**src/hw/rtl/mcc_pkg.sv**
```systemverilog
// Shared types and constants for the methylation context counter.
package mcc_pkg;

  localparam int unsigned COUNT_WIDTH_DEF = 40;
  localparam int unsigned READ_WIDTH_DEF  = 16;
  localparam int unsigned OUT_W           = 40;
  localparam int unsigned CFG_W           = 16;
  localparam int unsigned CMD_W           = 2;
  localparam int unsigned BASE_W          = 8;
  localparam int unsigned NUM_TOTALS      = 10;
  localparam int unsigned TOT_IDX_W       = $clog2(NUM_TOTALS);
  localparam int unsigned POS_W           = 3;

  localparam logic [POS_W-1:0]  POS_FULL = 3'd4;
  localparam logic [BASE_W-1:0] BASE_C   = 8'h43;
  localparam logic [BASE_W-1:0] BASE_G   = 8'h47;

  // Total indexes, in output order. Each context group is total, meth, unmeth.
  localparam logic [TOT_IDX_W-1:0] IDX_C          = 4'd0;
  localparam logic [TOT_IDX_W-1:0] IDX_CPG        = 4'd1;
  localparam logic [TOT_IDX_W-1:0] IDX_CPG_METH   = 4'd2;
  localparam logic [TOT_IDX_W-1:0] IDX_CPG_UNMETH = 4'd3;
  localparam logic [TOT_IDX_W-1:0] IDX_CHG        = 4'd4;
  localparam logic [TOT_IDX_W-1:0] IDX_CHG_METH   = 4'd5;
  localparam logic [TOT_IDX_W-1:0] IDX_CHG_UNMETH = 4'd6;
  localparam logic [TOT_IDX_W-1:0] IDX_CHH        = 4'd7;
  localparam logic [TOT_IDX_W-1:0] IDX_CHH_METH   = 4'd8;
  localparam logic [TOT_IDX_W-1:0] IDX_CHH_UNMETH = 4'd9;

  typedef enum logic [CMD_W-1:0] {
    CMD_CONT   = 2'd0,
    CMD_START  = 2'd1,
    CMD_REPORT = 2'd2,
    CMD_NONE   = 2'd3
  } cmd_e;

  typedef enum logic [1:0] {
    CTX_CPG = 2'd0,
    CTX_CHG = 2'd1,
    CTX_CHH = 2'd2
  } ctx_e;

  typedef struct packed {
    logic hit;
    ctx_e ctx;
    logic meth;
    logic unmeth;
  } tally_t;

endpackage

```
**src/hw/rtl/mcc_classify.sv**
```systemverilog
// Base window, read delay line and context classification of the centre base.
module mcc_classify #(
  parameter int unsigned READ_WIDTH = mcc_pkg::READ_WIDTH_DEF
) (
  input  logic                          clk_i,
  input  logic                          rst_ni,
  input  logic                          step_i,
  input  logic                          start_i,
  input  logic [mcc_pkg::BASE_W-1:0]    base_i,
  input  logic [READ_WIDTH-1:0]         meth_i,
  input  logic [READ_WIDTH-1:0]         unmeth_i,
  input  logic [mcc_pkg::CFG_W-1:0]     min_reads_i,
  output mcc_pkg::tally_t               tally_o
);

  localparam int unsigned CmpW =
      (READ_WIDTH > mcc_pkg::CFG_W) ? READ_WIDTH : mcc_pkg::CFG_W;

  logic [mcc_pkg::BASE_W-1:0] win_q [4];
  logic [READ_WIDTH-1:0]      meth_q [2];
  logic [READ_WIDTH-1:0]      unmeth_q [2];
  logic [mcc_pkg::POS_W-1:0]  pos_q, pos_d, pos_eff;
  logic                       is_c, is_g;
  logic [CmpW-1:0]            min_ext;

  assign pos_eff = start_i ? '0 : pos_q;
  assign is_c    = (win_q[1] == mcc_pkg::BASE_C);
  assign is_g    = (win_q[1] == mcc_pkg::BASE_G);
  assign min_ext = CmpW'(min_reads_i);

  always_comb begin
    tally_o        = '0;
    tally_o.ctx    = mcc_pkg::CTX_CHH;
    tally_o.hit    = step_i && (pos_eff >= mcc_pkg::POS_FULL) && (is_c || is_g);
    if (is_c) begin
      if (win_q[0] == mcc_pkg::BASE_G) begin
        tally_o.ctx = mcc_pkg::CTX_CPG;
      end else if (base_i == mcc_pkg::BASE_G) begin
        tally_o.ctx = mcc_pkg::CTX_CHG;
      end
    end else begin
      if (win_q[2] == mcc_pkg::BASE_C) begin
        tally_o.ctx = mcc_pkg::CTX_CPG;
      end else if (win_q[3] == mcc_pkg::BASE_C) begin
        tally_o.ctx = mcc_pkg::CTX_CHG;
      end
    end
    tally_o.meth   = (CmpW'(meth_q[1]) >= min_ext);
    tally_o.unmeth = !tally_o.meth && (CmpW'(unmeth_q[1]) >= min_ext);
  end

  assign pos_d = (pos_eff < mcc_pkg::POS_FULL) ? pos_eff + 1'b1 : pos_eff;

  always_ff @(posedge clk_i or negedge rst_ni) begin
    if (!rst_ni) begin
      pos_q <= '0;
      for (int k = 0; k < 4; k++) begin
        win_q[k] <= '0;
      end
      for (int k = 0; k < 2; k++) begin
        meth_q[k]   <= '0;
        unmeth_q[k] <= '0;
      end
    end else if (step_i) begin
      pos_q       <= pos_d;
      win_q[3]    <= win_q[2];
      win_q[2]    <= win_q[1];
      win_q[1]    <= win_q[0];
      win_q[0]    <= base_i;
      meth_q[1]   <= meth_q[0];
      meth_q[0]   <= meth_i;
      unmeth_q[1] <= unmeth_q[0];
      unmeth_q[0] <= unmeth_i;
    end
  end

endmodule

```
**src/hw/rtl/mcc_totals.sv**
```systemverilog
// Ten saturating context counters.
module mcc_totals #(
  parameter int unsigned COUNT_WIDTH = mcc_pkg::COUNT_WIDTH_DEF
) (
  input  logic                   clk_i,
  input  logic                   rst_ni,
  input  mcc_pkg::tally_t        tally_i,
  output logic [COUNT_WIDTH-1:0] totals_o [mcc_pkg::NUM_TOTALS]
);

  logic [mcc_pkg::NUM_TOTALS-1:0] inc;
  logic [COUNT_WIDTH-1:0]         cnt_q [mcc_pkg::NUM_TOTALS];

  always_comb begin
    inc = '0;
    if (tally_i.hit) begin
      inc[mcc_pkg::IDX_C] = 1'b1;
      case (tally_i.ctx)
        mcc_pkg::CTX_CPG: begin
          inc[mcc_pkg::IDX_CPG]        = 1'b1;
          inc[mcc_pkg::IDX_CPG_METH]   = tally_i.meth;
          inc[mcc_pkg::IDX_CPG_UNMETH] = tally_i.unmeth;
        end
        mcc_pkg::CTX_CHG: begin
          inc[mcc_pkg::IDX_CHG]        = 1'b1;
          inc[mcc_pkg::IDX_CHG_METH]   = tally_i.meth;
          inc[mcc_pkg::IDX_CHG_UNMETH] = tally_i.unmeth;
        end
        mcc_pkg::CTX_CHH: begin
          inc[mcc_pkg::IDX_CHH]        = 1'b1;
          inc[mcc_pkg::IDX_CHH_METH]   = tally_i.meth;
          inc[mcc_pkg::IDX_CHH_UNMETH] = tally_i.unmeth;
        end
        default: begin
        end
      endcase
    end
  end

  for (genvar g = 0; g < mcc_pkg::NUM_TOTALS; g++) begin : g_cnt
    always_ff @(posedge clk_i or negedge rst_ni) begin
      if (!rst_ni) begin
        cnt_q[g] <= '0;
      end else if (inc[g] && (cnt_q[g] != '1)) begin
        cnt_q[g] <= cnt_q[g] + 1'b1;
      end
    end
    assign totals_o[g] = cnt_q[g];
  end

endmodule

```
**src/hw/rtl/methylation_context_counter.sv**
```systemverilog
// Top level of the methylation context counter.
//
// Input channel (in_valid_i / in_ready_o) carries one transaction per
// reference base: command_i, base_i, meth_reads_i, unmeth_reads_i. A base with
// command start opens a new sequence; command report asks for the ten totals.
// The output channel (out_valid_o / out_ready_i) carries one transaction per
// report with the ten saturating totals.
// The user must write min_reads through cfg_we_i / cfg_wdata_i only while the
// block is idle; the block itself does not enforce it. Timing: a transaction
// goes to the input register at acceptance; a report passes on to the output
// register. One transaction per cycle is sustained but for the stall below.
// When the receiver stalls, the report waits in the output register; bases
// keep flowing, and only a second report holds the input register (and
// in_ready_o) until the output register frees.
// Reset clears the window, the sequence position, all totals and min_reads
// (zero); bases before any start command belong to a sequence opened at reset.
module methylation_context_counter #(
  parameter int unsigned COUNT_WIDTH = mcc_pkg::COUNT_WIDTH_DEF,
  parameter int unsigned READ_WIDTH  = mcc_pkg::READ_WIDTH_DEF
) (
  input  logic                         clk_i,
  input  logic                         rst_ni,
  input  logic                         cfg_we_i,
  input  logic [mcc_pkg::CFG_W-1:0]    cfg_wdata_i,
  input  logic                         in_valid_i,
  output logic                         in_ready_o,
  input  logic [mcc_pkg::CMD_W-1:0]    command_i,
  input  logic [mcc_pkg::BASE_W-1:0]   base_i,
  input  logic [READ_WIDTH-1:0]        meth_reads_i,
  input  logic [READ_WIDTH-1:0]        unmeth_reads_i,
  output logic                         out_valid_o,
  input  logic                         out_ready_i,
  output logic [mcc_pkg::OUT_W-1:0]    c_total_o,
  output logic [mcc_pkg::OUT_W-1:0]    cpg_total_o,
  output logic [mcc_pkg::OUT_W-1:0]    cpg_methylated_o,
  output logic [mcc_pkg::OUT_W-1:0]    cpg_unmethylated_o,
  output logic [mcc_pkg::OUT_W-1:0]    chg_total_o,
  output logic [mcc_pkg::OUT_W-1:0]    chg_methylated_o,
  output logic [mcc_pkg::OUT_W-1:0]    chg_unmethylated_o,
  output logic [mcc_pkg::OUT_W-1:0]    chh_total_o,
  output logic [mcc_pkg::OUT_W-1:0]    chh_methylated_o,
  output logic [mcc_pkg::OUT_W-1:0]    chh_unmethylated_o
);

  localparam int unsigned OutW = mcc_pkg::OUT_W;

  logic [mcc_pkg::CFG_W-1:0]  min_reads_q;

  logic                       s1_valid_q, s1_valid_d;
  mcc_pkg::cmd_e              s1_cmd_q;
  logic [mcc_pkg::BASE_W-1:0] s1_base_q;
  logic [READ_WIDTH-1:0]      s1_meth_q, s1_unmeth_q;
  logic                       s1_adv, step, start, report;

  logic                       out_valid_q, out_valid_d;
  logic [OutW-1:0]            out_q [mcc_pkg::NUM_TOTALS];

  mcc_pkg::tally_t            tally;
  logic [COUNT_WIDTH-1:0]     totals [mcc_pkg::NUM_TOTALS];

  always_comb begin
    step   = 1'b0;
    start  = 1'b0;
    report = 1'b0;
    case (s1_cmd_q)
      mcc_pkg::CMD_CONT:   step   = 1'b1;
      mcc_pkg::CMD_START: begin
        step  = 1'b1;
        start = 1'b1;
      end
      mcc_pkg::CMD_REPORT: report = 1'b1;
      default: begin
      end
    endcase
  end

  assign s1_adv      = s1_valid_q && (!report || !out_valid_q || out_ready_i);
  assign in_ready_o  = !s1_valid_q || s1_adv;
  assign s1_valid_d  = (in_valid_i && in_ready_o) || (s1_valid_q && !s1_adv);
  assign out_valid_d = (s1_adv && report) || (out_valid_q && !out_ready_i);

  always_ff @(posedge clk_i or negedge rst_ni) begin
    if (!rst_ni) begin
      min_reads_q <= '0;
      s1_valid_q  <= 1'b0;
      out_valid_q <= 1'b0;
    end else begin
      if (cfg_we_i) begin
        min_reads_q <= cfg_wdata_i;
      end
      s1_valid_q  <= s1_valid_d;
      out_valid_q <= out_valid_d;
    end
  end

  always_ff @(posedge clk_i) begin
    if (in_valid_i && in_ready_o) begin
      s1_cmd_q    <= mcc_pkg::cmd_e'(command_i);
      s1_base_q   <= base_i;
      s1_meth_q   <= meth_reads_i;
      s1_unmeth_q <= unmeth_reads_i;
    end
    if (s1_adv && report) begin
      for (int k = 0; k < mcc_pkg::NUM_TOTALS; k++) begin
        out_q[k] <= OutW'(totals[k]);
      end
    end
  end

  mcc_classify #(
    .READ_WIDTH (READ_WIDTH)
  ) u_classify (
    .clk_i       (clk_i),
    .rst_ni      (rst_ni),
    .step_i      (s1_adv && step),
    .start_i     (start),
    .base_i      (s1_base_q),
    .meth_i      (s1_meth_q),
    .unmeth_i    (s1_unmeth_q),
    .min_reads_i (min_reads_q),
    .tally_o     (tally)
  );

  mcc_totals #(
    .COUNT_WIDTH (COUNT_WIDTH)
  ) u_totals (
    .clk_i    (clk_i),
    .rst_ni   (rst_ni),
    .tally_i  (tally),
    .totals_o (totals)
  );

  assign out_valid_o        = out_valid_q;
  assign c_total_o          = out_q[mcc_pkg::IDX_C];
  assign cpg_total_o        = out_q[mcc_pkg::IDX_CPG];
  assign cpg_methylated_o   = out_q[mcc_pkg::IDX_CPG_METH];
  assign cpg_unmethylated_o = out_q[mcc_pkg::IDX_CPG_UNMETH];
  assign chg_total_o        = out_q[mcc_pkg::IDX_CHG];
  assign chg_methylated_o   = out_q[mcc_pkg::IDX_CHG_METH];
  assign chg_unmethylated_o = out_q[mcc_pkg::IDX_CHG_UNMETH];
  assign chh_total_o        = out_q[mcc_pkg::IDX_CHH];
  assign chh_methylated_o   = out_q[mcc_pkg::IDX_CHH_METH];
  assign chh_unmethylated_o = out_q[mcc_pkg::IDX_CHH_UNMETH];

endmodule

```
**config.mk**
```make
export PLATFORM = sky130hd
export DESIGN_NAME = methylation_context_counter
export DESIGN_NICKNAME = d
export VERILOG_FILES = /design/src/hw/rtl/mcc_pkg.sv /design/src/hw/rtl/mcc_classify.sv /design/src/hw/rtl/mcc_totals.sv /design/src/hw/rtl/methylation_context_counter.sv
export SDC_FILE = /design/constraint.sdc
export NUM_CORES = 1
export LEC_CHECK = 0
export ABC_AREA = 1
export ABC_CLOCK_PERIOD_IN_PS = 9800
export BUFFER_PORTS_ARGS = -buffer_cell sky130_fd_sc_hd__buf_2
export CAP_MARGIN = 20
export CORE_ASPECT_RATIO = 1.2
export CORE_MARGIN = 5
export CORE_UTILIZATION = 54
export CTS_CLUSTER_SIZE = 16
export DETAILED_ROUTE_END_ITERATION = 12
export PLACE_DENSITY = 0.84
export SYNTH_ARGS = -nofsm -noshare
export SYNTH_HDL_FRONTEND = slang
export SYNTH_SLANG_ARGS = --single-unit
```
**constraint.sdc**
```tcl
create_clock -name clk_i -period 9.8 [get_ports clk_i]
set_clock_uncertainty 0.05 [all_clocks]
set_input_delay 0.49 -clock clk_i [delete_from_list [all_inputs] [get_ports clk_i]]
set_output_delay 0.49 -clock clk_i [all_outputs]
set_load 0.05 [all_outputs]
```
# Word level (Yosys, flattened, before mapping)
# Memory sizes are Yosys's and may differ from the RTL's.
# Index checks and enable logic that the tools add are counted.
totals:
  regBits: 559
  ram_bits: 400
  input_bits: 63
  out_inout_bits: 402
  word_cells: 112
  memories: 1
op_classes:
  n_addsub: 11
  n_lt_le_gt_ge: 4
  n_eq_ne: 20
  mux: 16
  reduce_logical: 34
mem_list:
  columns: ["name", "depth", "word_bits", "rd", "rd_clocked_by_memory_dff", "wr", "line", "text"]
  rows:
  - ["out_q", 10, 40, 10, 0, 10, "methylation_context_counter.sv:56", "logic [OutW-1:0] out_q [mcc_pkg::NUM_TOTALS];"]
op_table:
  columns: ["cell", "count"]
  rows:
  - ["$add 40x1->40 const B", 10]
  - ["$ne 40x40->1 const B", 10]
  - ["$eq 8x7->1 const B", 6]
  - ["$ge 16x16->1", 2]
  - ["$logic_and 1x1->1", 19]
  - ["$mux 3", 5]
  - ["$mux 10", 1]
  - ["$mux 2", 5]
  - ["$logic_not 1->1", 6]
  - ["$logic_or 1x1->1", 6]
  - ["$mux 1", 5]
  - ["$eq 2x1->1 const B", 2]
  - ["$eq 2x2->1 const B", 2]
  - ["$logic_not 2->1", 2]
  - ["$add 3x1->3 const B", 1]
  - ["$ge 3x3->1 const B", 1]
  - ["$lt 3x3->1 const B", 1]
  - ["$reduce_or 2->1", 1]

# Logic depth before layout (Yosys ltp)
depth:
  ltp_word: 11
  mapped_depth: 18
  mapped_depth_nobuf: 16

# By module
# From an unflattened synthesis, not the netlist that was laid out.
hier_totals:
  hier_cells: 5235
  hier_area_um2: 45404.8
by_module_without_submodules:
  columns: ["module", "n_inst", "cells_per_inst", "area_per_inst_um2", "seq_area_each_um2"]
  rows:
  - ["mcc_totals", 1, 4134, 26634.3, 10009.6]
  - ["methylation_context_counter", 1, 527, 14049.7, 13723.2]
  - ["mcc_classify", 1, 574, 4720.8, 2477.4]

# Worst setup path before layout
# OpenSTA, ideal clock, no wires.
synth_timing:
  path_kind: "register to register"
  startpoint: "register out_valid_q, in the netlist out_valid_o"
  endpoint: "memory out_q[0][0] in the netlist's numbering, enable pin"
  setup_time_ns: 0.749
  arrival_time_ns: 8.621
  required_time_ns: 9.001
  setup_slack_ns: 0.380
  path_stages_with_launch: 6
  path_buffers: 0
  period_less_slack_ns: 9.420
  cell_sequence: "dfrtp_1 -> inv_1 -> nor2_1 -> nand2_1 -> nand3_1 -> inv_1"
synth_rtl:
  columns: ["element", "line", "text"]
  rows:
  - ["start: declaration", "methylation_context_counter.sv:55", "logic out_valid_q, out_valid_d;"]
  - ["start signal: assignment", "methylation_context_counter.sv:92", "out_valid_q <= out_valid_d;"]
  - ["end: declaration", "methylation_context_counter.sv:56", null]

# Worst setup path after layout
layout_timing:
  startpoint: "register s1_cmd_q[0]"
  endpoint: "register u_totals.cnt_q (netlist bit u_totals.totals_o[203])"
layout_between:
  elab_chain_len: 11
  word_cells_on_any_way: 18
  classes_between: "order compare: 1; eq/ne: 2; mux: 5; reduce/logical: 10"
layout_rtl:
  columns: ["element", "line", "text"]
  rows:
  - ["start: declaration", "methylation_context_counter.sv:50", "mcc_pkg::cmd_e s1_cmd_q;"]
  - ["start signal: assignment", "methylation_context_counter.sv:98", "s1_cmd_q <= mcc_pkg::cmd_e'(command_i);"]
  - ["parallel branches: the longest is 7 deep, another holds $ge 3x3->1", null, null]
  - ["$logic_and 1x1->1 (*) (2 in a row)", "mcc_classify.sv:34", "tally_o.hit = step_i && (pos_eff >= mcc_pkg::POS_FULL) && (is_c || is_g);"]
  - ["$mux 10 (*)", "mcc_totals.sv:16", "if (tally_i.hit) begin"]
  - ["$logic_and 1x1->1 (*)", "mcc_totals.sv:44", "end else if (inc[g] && (cnt_q[g] != '1)) begin"]
  - ["end signal: indexed assignment", "mcc_totals.sv:45", "cnt_q[g] <= cnt_q[g] + 1'b1;"]
  - ["end: declaration", "mcc_totals.sv:12", "logic [COUNT_WIDTH-1:0] cnt_q [mcc_pkg::NUM_TOTALS];"]
# Mark *: on every way between the ends.
# A chain may end at the register's enable or synchronous reset.

==> results.cfg <==
[sta]
worstMarginPinSlew_ns = 1.071
period_minus_slack_ns = 3.864
tns_ns = 0
final.period_utilization = 0.3943
fmax_mhz = 258.8
rsz0062_at_grt = no
whs_ns = 0.05047
setup_violations = 0
finalWorstSetupSlack_ns = 5.936
slew_viol_final = 0
finalHoldViolations = 0
maxSlewHeadroom = 0.2854

[yosys]
synth_edf_count = 442
synth_area_um2 = 44780
ys.flop_type = dfrtp_1
yosys_warnings = 0
syn_nets = 5071
synth_seq_cells = 959
seq_area_frac_synth = 0.5853
avgSynthCellArea_um2 = 9.019
synth.distinct_cells = 35
syn_inst = 4965
synthArstFlopShare = 0.5391

[critical_path]
max_stage_delay_ns = 0.54
path_cells = nor2_1 -> nand2_1 -> nand3_4 -> buf_4 -> inv_2 -> nand3_1 -> nor2_1 -> nand2_2 -> inv_2 -> o21ai_0
reg2reg_to = u_totals.totals_o[203]
crit_required_ns = 10.30
worstRegToRegCells = 10
cp_num_buf_inv = 3
r2r-start = s1_cmd_q[0]
crit_slowest_cell = buf_4
critPathLaunchType = register
cp_top_family = simple AND/OR/NAND/NOR gates
worstPathArrival_ns = 4.37
reg2reg_slack_ns = 5.94
path_class = reg2reg
path_max_fanout = 75
end_kind = register

[pwr]
swShare = 0.2378
peakVddDrop_mv = 0.1668
pwr-share-clk = 0.418
p_comb_frac = 0.062
power_switching_uw = 2029
power_density_nw_per_um2 = 164.6
power.internal_uw = 6504
leakagePower_uw = 0.02246
p_seq_frac = 0.520

[cts]
root_buffer = clkbuf_16
clockBufferDepth = 3
insertion_delay_ns = 0.66
htreeDepth = 3
numCtsBuffers = 92
cts_setup_buffers = 0
cts_resized = 0
hold_buffers = 59
cts.sinks = 959
clk_pin_slew_ns = 0.06
tritoncts = done

[detailed_routing]
first_pass_iters = 7
top_layer_used = met4
drt_iter0_drc = 3077
dr_wl_met2_um = 60030
wl_met1_um = 47700
vias = 35550
vias_per_cell = 5.319
detail_route.drc_violations = 0
wl_met3_um = 8825
routedWlPerCell_um = 18.19
ant_nets = 0
wirelength_um = 121600

[floorplan]
core_um2 = 82160
ioPinCount = 465
dieArea_um2 = 88810
rows = 115
fp.dieW_um = 272.9
fp.dieH_um = 325.5
start_util = 0.5450

[cells_and_area]
area_growth_pct = 15.75
final_layout_size_suffix_gt1_frac = 0.1190
multiInputGateArea_um2 = 16110
fillCellCount = 6638
register_area_um2 = 26210
fin_nets = 5598
stdcell_area_um2 = 51830

[outcome]
outcome = finished, final reports clean

[grt]
grt.total_usage = 0.2693
overflow = 0
grt_pass1_wl_um = 191200
grt_pass1_vias = 34670
antenna_found_initial = 2
grt_max_degree = 165

[hold_path]
hold_end = min_reads_q[5]
hold_path_depth = 3
hold_class = in2reg
min-delay-start = cfg_wdata_i[5]

[place]
io_buffers = 464
place_congestion = 0.9666
place_area_um2 = 48210
dp_worst_setup_slack_ns = 5.989
dp_hpwl_um = 86810

[run]
maxCapViolCount = 0
cells in the mapped netlist, types with 2 or more instances:
library cell	number	area, µm²
nand3_2	4	40.04
clkbuf_1	65	244.0
inv_2	7	26.28
xor2_1	210	1839
o21ai_1	8	40.04
nand2_2	4	25.02
nand3_1	274	1371
nand4_1	119	744.5
nand4_2	3	37.54
ha_1	43	538.0
nor2_1	457	1715
nor4_1	11	68.82
nor3b_1	6	45.04
nor2_2	8	50.05
dfrtp_1	517	12940
mux2_2	2	22.52
nand2_1	1635	6137
buf_2	43	215.2
inv_1	518	1944
buf_4	5	37.54
a21oi_1	13	65.06
edfxtp_1	442	13270
nor3_1	171	855.8
nand3b_1	2	15.01
o21ai_0	266	1331
xnor2_1	123	1077
stage by stage:
step	util	cells	power, µW
global placement	0.5868	6450	4985
CTS	0.6308	6681	8585
floorplan	-	4965	4835
global route	0.6309	6683	8858
finish	0.6309	6683	8533
detailed placement	0.5868	6450	5014
registers in the layout, indices dropped and copies added (netlist names):
name and cells:
out_q 400, u_totals.totals_o 400, u_classify.meth_q 32, u_classify.unmeth_q 32, u_classify.win_q 32, min_reads_q 16
s1_meth_q 16, s1_unmeth_q 16, s1_base_q 8, u_classify.pos_q 3, s1_cmd_q 2, out_valid_o 1
s1_valid_q 1
per-layer routing:
layer,global-route usage,up-vias
li1,-,17110
met1,0.3392,16900
met2,0.4593,1266
met3,0.05319,276
met4,0.1070,0
met5,0,-
cell usage in the layout (no fill, tap or decap), drive strengths merged, types with 11 or more instances in the layout:
cell,netlist,routed
a21oi,14,14
buf,49,488
clkbuf,65,124
clkinv,0,25
dfrtp,517,517
dlygate4sd3,0,59
edfxtp,442,442
ha,43,43
inv,525,534
nand2,1639,1639
nand3,278,278
nand4,122,122
nor2,465,465
nor3,172,172
nor4,11,11
o21ai,274,274
xnor2,123,123
xor2,210,210
final cells by class:
class,instances,area share
repair buffers,547,0.06010
well taps,1111,0.02682
clock inverters,48,0.009293
diodes,2,0.00009655
multi-input cells,3367,0.3108
clock buffers,124,0.04910
inverters,525,0.03816
flip-flops and latches,959,0.5056
worst register-to-register path, cell delays in order, from the launching register on:
cell and delay, ns:
edfxtp_1 0.49, nor2_1 0.27, nand2_1 0.17, nand3_4 0.08, buf_4 0.54, inv_2 0.34
nand3_1 0.37, nor2_1 0.18, nand2_2 0.45, inv_2 0.46, o21ai_0 0.38
worst max path at each step:
stage,from,endpoint,cells past startpoint
2_1_floorplan,out_valid_o,out_q[0][0],5
3_3_place_gp,out_ready_i,u_totals.totals_o[232],12
3_5_place_dp,out_ready_i,u_totals.totals_o[210],11
4_1_cts,s1_cmd_q[1],u_totals.totals_o[203],11
5_1_grt,s1_cmd_q[0],u_totals.totals_o[228],11
6_report,s1_cmd_q[0],u_totals.totals_o[203],10
power by group through the flow:
stage / sequential (µW) / clock, µW / combinational [µW]
global route: 4450 / 3810 / 599
floorplan: 4560 / 0 / 277
CTS: 4440 / 3630 / 524
detailed placement: 4510 / 0 / 500
global placement: 4510 / 0 / 477
finish: 4440 / 3560 / 530
logic make-up (layout without fill, tap and decap cells):
family | Yosys count | in the layout | synth area share
buffers and inverters | 639 | 1244 | 0.05535
xor gates and xnor gates | 333 | 333 | 0.06513
and+or+nand+nor | 2697 | 2697 | 0.2486
other | 0 | 2 | 0
DFF | 959 | 959 | 0.5853
adders and majority gates | 43 | 43 | 0.01201
muxes | 2 | 2 | 0.0005029
AOI/OAI and AO/OA | 292 | 292 | 0.03314
Power figures use the tool's default switching activity.
